[src/hw/rtl/mwc_pkg.sv]
`timescale 1ns / 1ps
`default_nettype none
package mwc_pkg;

   localparam int unsigned DataW         = 32;
   localparam int unsigned StateW        = 2 * DataW;
   localparam int unsigned CsrIdxW       = 2;
   localparam int unsigned StatusW       = 2;
   localparam int unsigned MaxDraws      = 256;
   localparam int unsigned DrawCntW      = $clog2(MaxDraws + 1);

   localparam logic [DataW-1:0] BaseMultReset = 32'd4294967118;
   localparam logic [DataW-1:0] SeedHighReset = 32'd0;
   localparam logic [DataW-1:0] SeedLowReset  = 32'd100;
   localparam logic [DataW-1:0] AllOnes       = {DataW{1'b1}};

   typedef enum logic [CsrIdxW-1:0] {
      CSR_BASE_MULT = 2'd0,
      CSR_SEED_HIGH = 2'd1,
      CSR_SEED_LOW  = 2'd2
   } mwc_csr_type;

   typedef enum logic [StatusW-1:0] {
      STAT_OK       = 2'd0,
      STAT_BAD_SEED = 2'd1,
      STAT_BAD_MULT = 2'd2
   } mwc_status_type;

   typedef enum logic [2:0] {
      ST_IDLE,
      ST_DISPATCH,
      ST_STEP_A,
      ST_STEP_B,
      ST_TEST,
      ST_FINISH
   } mwc_state_type;

   typedef struct packed {
      logic           accept;
      logic           step_first;
      logic           step_second;
      logic           res_load;
      mwc_status_type res_status;
      logic           out_load;
   } mwc_cmd_type;

   typedef struct packed {
      logic seed_ok;
      logic mult_low;
      logic pair_good;
      logic draws_done;
   } mwc_stat_type;

endpackage
`default_nettype wire

[src/hw/rtl/mwc_ctrl.sv]
`timescale 1ns / 1ps
`default_nettype none
module mwc_ctrl (
   input  logic                  clock,
   input  logic                  reset,
   input  logic                  req_valid,
   output logic                  req_ready,
   output logic                  rsp_valid,
   input  logic                  rsp_ready,
   input  mwc_pkg::mwc_stat_type stat,
   output mwc_pkg::mwc_cmd_type  cmd
);
   import mwc_pkg::*;

   mwc_state_type state_ff, state_in;
   logic          rsp_valid_ff, rsp_valid_in;
   logic          slot_free;

   assign slot_free = !rsp_valid_ff || rsp_ready;
   assign rsp_valid = rsp_valid_ff;
   assign req_ready = (state_ff == ST_IDLE);

   always_ff @(posedge clock) begin
      if (reset) begin
         state_ff     <= ST_IDLE;
         rsp_valid_ff <= 1'b0;
      end else begin
         state_ff     <= state_in;
         rsp_valid_ff <= rsp_valid_in;
      end
   end

   // next state
   always_comb begin
      state_in = state_ff;
      unique case (state_ff)
         ST_IDLE: begin
            if (req_valid) state_in = ST_DISPATCH;
         end
         ST_DISPATCH: begin
            if (!stat.seed_ok || stat.mult_low) state_in = ST_FINISH;
            else state_in = ST_STEP_A;
         end
         ST_STEP_A: state_in = ST_STEP_B;
         ST_STEP_B: state_in = ST_TEST;
         ST_TEST: begin
            if (stat.pair_good || stat.draws_done) state_in = ST_FINISH;
            else state_in = ST_STEP_A;
         end
         ST_FINISH: begin
            if (slot_free) state_in = ST_IDLE;
         end
         default: state_in = ST_IDLE;
      endcase
   end

   // outputs
   always_comb begin
      cmd = '0;
      cmd.res_status = STAT_OK;
      unique case (state_ff)
         ST_IDLE: cmd.accept = req_valid;
         ST_DISPATCH: begin
            cmd.res_load = 1'b1;
            if (!stat.seed_ok) cmd.res_status = STAT_BAD_SEED;
            else if (stat.mult_low) cmd.res_status = STAT_BAD_MULT;
            else cmd.res_load = 1'b0;
         end
         ST_STEP_A: cmd.step_first = 1'b1;
         ST_STEP_B: cmd.step_second = 1'b1;
         ST_TEST: begin
            if (stat.pair_good) begin
               cmd.res_load   = 1'b1;
               cmd.res_status = STAT_OK;
            end else if (stat.draws_done) begin
               // retry budget spent
               cmd.res_load   = 1'b1;
               cmd.res_status = STAT_BAD_SEED;
            end
         end
         ST_FINISH: cmd.out_load = slot_free;
         default: cmd = '0;
      endcase
   end

   always_comb begin
      if (cmd.out_load) rsp_valid_in = 1'b1;
      else if (rsp_ready) rsp_valid_in = 1'b0;
      else rsp_valid_in = rsp_valid_ff;
   end

`ifndef SYNTHESIS
   a_accept_busy: assert property (@(posedge clock) disable iff (reset)
      (req_valid && req_ready) |=> (state_ff == ST_DISPATCH))
      else $error("accepted word did not start work");
   a_retry: assert property (@(posedge clock) disable iff (reset)
      (state_ff == ST_TEST && !stat.pair_good && !stat.draws_done) |=>
      (state_ff == ST_STEP_A))
      else $error("rejected draw not retried");
   a_out_valid: assert property (@(posedge clock) disable iff (reset)
      cmd.out_load |=> (rsp_valid_ff && state_ff == ST_IDLE))
      else $error("loaded word not presented");
   a_no_overwrite: assert property (@(posedge clock) disable iff (reset)
      (rsp_valid_ff && !rsp_ready) |-> !cmd.out_load)
      else $error("waiting word overwritten");
`endif
endmodule
`default_nettype wire

[config.mk]
export PLATFORM = sky130hd
export DESIGN_NAME = mwc_ctrl
export DESIGN_NICKNAME = d
export VERILOG_FILES = /design/src/hw/rtl/mwc_pkg.sv /design/src/hw/rtl/mwc_ctrl.sv
export SDC_FILE = /design/constraint.sdc
export NUM_CORES = 1
export LEC_CHECK = 0
export ABC_CLOCK_PERIOD_IN_PS = 1500
export BUFFER_PORTS_ARGS = -buffer_cell sky130_fd_sc_hd__buf_2
export CAP_MARGIN = 20
export CELL_PAD_IN_SITES_DETAIL_PLACEMENT = 2
export CELL_PAD_IN_SITES_GLOBAL_PLACEMENT = 2
export CORE_UTILIZATION = 21
export DETAILED_ROUTE_END_ITERATION = 10
export PLACE_DENSITY = 0.75
export SLEW_MARGIN = 20
export SYNTH_ARGS = -nofsm -noshare
export SYNTH_HDL_FRONTEND = slang
export SYNTH_SLANG_ARGS = --single-unit
[constraint.sdc]
create_clock -name clock -period 1.5 [get_ports clock]
set_input_delay 0.075 -clock clock [delete_from_list [all_inputs] [get_ports clock]]
set_output_delay 0.075 -clock clock [all_outputs]
set_load 0.01 [all_outputs]
==> summary.md <==
| Metric | Value |
|---|---|
| Top delay family on crit path | flip-flops |
| Vias per std cell | 4.75 |
| Slew headroom | approximately three quarters |
| Post-Synthesis Mean Instance Area | 7.77 sq um |
| Full die area | 1750 sq um |
| Leakage | 0.000215 uW |
| Post-route DRC | 0 |
| Worst path cell trace | nor2_1 -> o21ai_2 -> mux2i_4 -> buf_2 |
| Clock transition at path regs | ~0.040 ns |
| Final setup fails | 0 |
| Grt total ovfl | 0 |
| First-pass GRT wire length | 1600 um |
| Io pins | 17 |
| Router iterations before antenna repair | 1 |
| CTS HTree Levels | 1 |
| # diodes | 0 |
| Setup CP Type | reg -> out |
| Hold crit path type | in -> reg |
| WP data arrival | 1.29 ns |
| Area Growth Syn to Fin | 35.6% |
| Placed inst area | around 430 sq um |
| Routed len/inst | 12.3 um |
| CP required | 1.42 ns |
| Clock sinks | 4 |
| Mapped Area | 334 sq um |
| FF+latch count, synth | 4 |
| Final Hold Vio Count | 0 |
| CTS Buf Count | 3 |
| Worst vdd ir | 0.264 mV |
| CP startpoint kind | register |
| Synthesized Nets | 51 |
| Max-Cap Viols | 0 |
| Worst hold margin | 0.0461 ns |
| Status | finished, final reports clean |
| Yosys top cell area share | 24.0% |
| Slowest stage delay, CP | 0.41 ns |
| IO Port Bufs | 16 |
| Fraction of layout cells with a size suffix above 1 | around 48% |
| Synth area leaders | dfxtp_1 (24%), a21oi_1 (7.5%), mux2i_4 (6.7%) |
| Final Skew | about 0.011 ns |
| Gr usage total | 12.2% |
| Synth unique cells | 23 |
| Final Slew Violations | 0 |
| Sequential area share after synthesis | approximately a quarter |
| Hpwl dp | slightly below 800 um |
| Die Span Y | around 42 um |
| Final Cycle Share | 90.8% |
| Nets@finish | 71 |
| Gate Count Post-Synth | 43 |
| Core ar. | 1490 sq um |
| Row count | 14 |
| Largest net degree at the start of global routing | 9 |
| Cts hold-fix bufs | 0 |
| Placed insts | 74 |
| Crit path buffers/inverters | 1 |
| Setup ws final | 0.138 ns |
| CP max FO | 8 |
| Number of global-route vias before repair | 350 |
| Root buf cell | clkbuf_4 |
| CTS tree | yes |
| Clk buf depth | 2 |
| Final setup TNS | 0 ns |
| Worst slew pin tran | 0.372 ns |
| Pre-CTS setup slack | 0.317 ns |
| Routed wire length | 950 um |
| Fmax achieved | 734 MHz |
| Post-CTS Setup Inserts | 0 |
| Initial antenna violation count | 0 |
| Initial core utilization | roughly 22% |
| Global placement routability congestion | between 0.7 and 0.8 |
| Design area | 453 sq um |
| Pwr Density | 1300 nW/um^2 |
| Warnings from Yosys | 0 |
| Post-CTS Resized | 0 |
| Cell Count, Final, Fillers Out | 77 |
| CP max stage cell | dfxtp_1 |
| RSZ-0062 raised after global routing | no |
| Most frequent cells in the layout | buf_2 (16), nor2_1 (6), a21oi_1 (5) |
| Largest area contributor in the netlist | dfxtp_1 |
| Die width | ~42 um |
| Skew-Pair Late Insertion Delay | 0.24 ns |
| CP Capture Type | primary output |
| Vias | 366 |
| Commonest non-fill, non-tap cell in the layout | buf_2 |
| Final ANT Viol Nets | 0 |
| Drt first-iter violations | 0 |
| Final min period | 1.36 ns |
[synth_stat cells]
cell type	instances
a21oi_1	5
a221oi_1	1
a31oi_1	1
and2_1	2
and4_1	1
buf_2	1
buf_4	2
dfxtp_1	4
inv_1	3
inv_2	1
mux2i_4	1
nand2_1	3
nand2b_1	1
nand2b_2	1
nor2_1	6
nor2b_1	1
nor2b_4	1
nor3_1	1
nor3_2	1
nor4bb_1	1
o21ai_2	2
o221a_1	1
o22ai_1	2
[per-layer routing]
metal	wire, um	global-route usage [%]
met1	496	16.3
met5	0	0
met2	412	16.9
met4	0	7.74
met3	41	3.48
[through the flow]
| step | utilization (%) | power, uW |
|---|---|---|
| after floorplan | - | 358 |
| after global placement | 28.8 | 451 |
| after detailed placement | 28.8 | 454 |
| after CTS | 30.3 | 596 |
| after global routing | 30.4 | 636 |
| final | 30.4 | 589 |
[cell type report]
type                            instances  area [sq um]
Clock buffer                            3          22.5
Fill cell                             186          1040
Inverter                                4          15.0
Multi-Input combinational cell         32           219
Sequential cell                         4          81.3
Tap cell                               16          20.0
Timing Repair Buffer                   18          95.1
[path summary, 6_finish.rpt]
kind	from	to	slack (ns)	cells past startpoint
setup / recovery	state_ff[1]	cmd[3]	0.14	4
hold / removal	reset	rsp_valid	0.05	2
setup reg to reg	state_ff[1]	state_ff[0]	0.28	4
hold reg to reg	rsp_valid	rsp_valid	0.56	2
[cell families (layout without fill, tap and decap cells)]
| logic type | Yosys count | count (layout) | synth area share (%) |
|---|---|---|---|
| AO/OA/AOI/OAI | 12 | 12 | 24.3 |
| flip-flops | 4 | 4 | 24.0 |
| AND/OR/NAND/NOR | 19 | 19 | 34.5 |
| multiplexers | 1 | 1 | 6.74 |
| buffers and inverters | 7 | 25 | 10.5 |
[power breakdown]
group	switching (uW)	internal, uW
Combinational	153	141
Clock	46.2	89.6
Sequential	32.0	127
Total	232	357
[worst reg2reg max path: stages, from the launching register on]
cell	delay, ns
dfxtp_1	0.54
nor2_1	0.12
o21ai_2	0.12
mux2i_4	0.11
o221a_1	0.21
[registers in the layout, indices dropped and copies added, names as in the netlist]
register   cells
state_ff       3
rsp_valid      1
No activity file was read; power rests on OpenSTA's default activity.
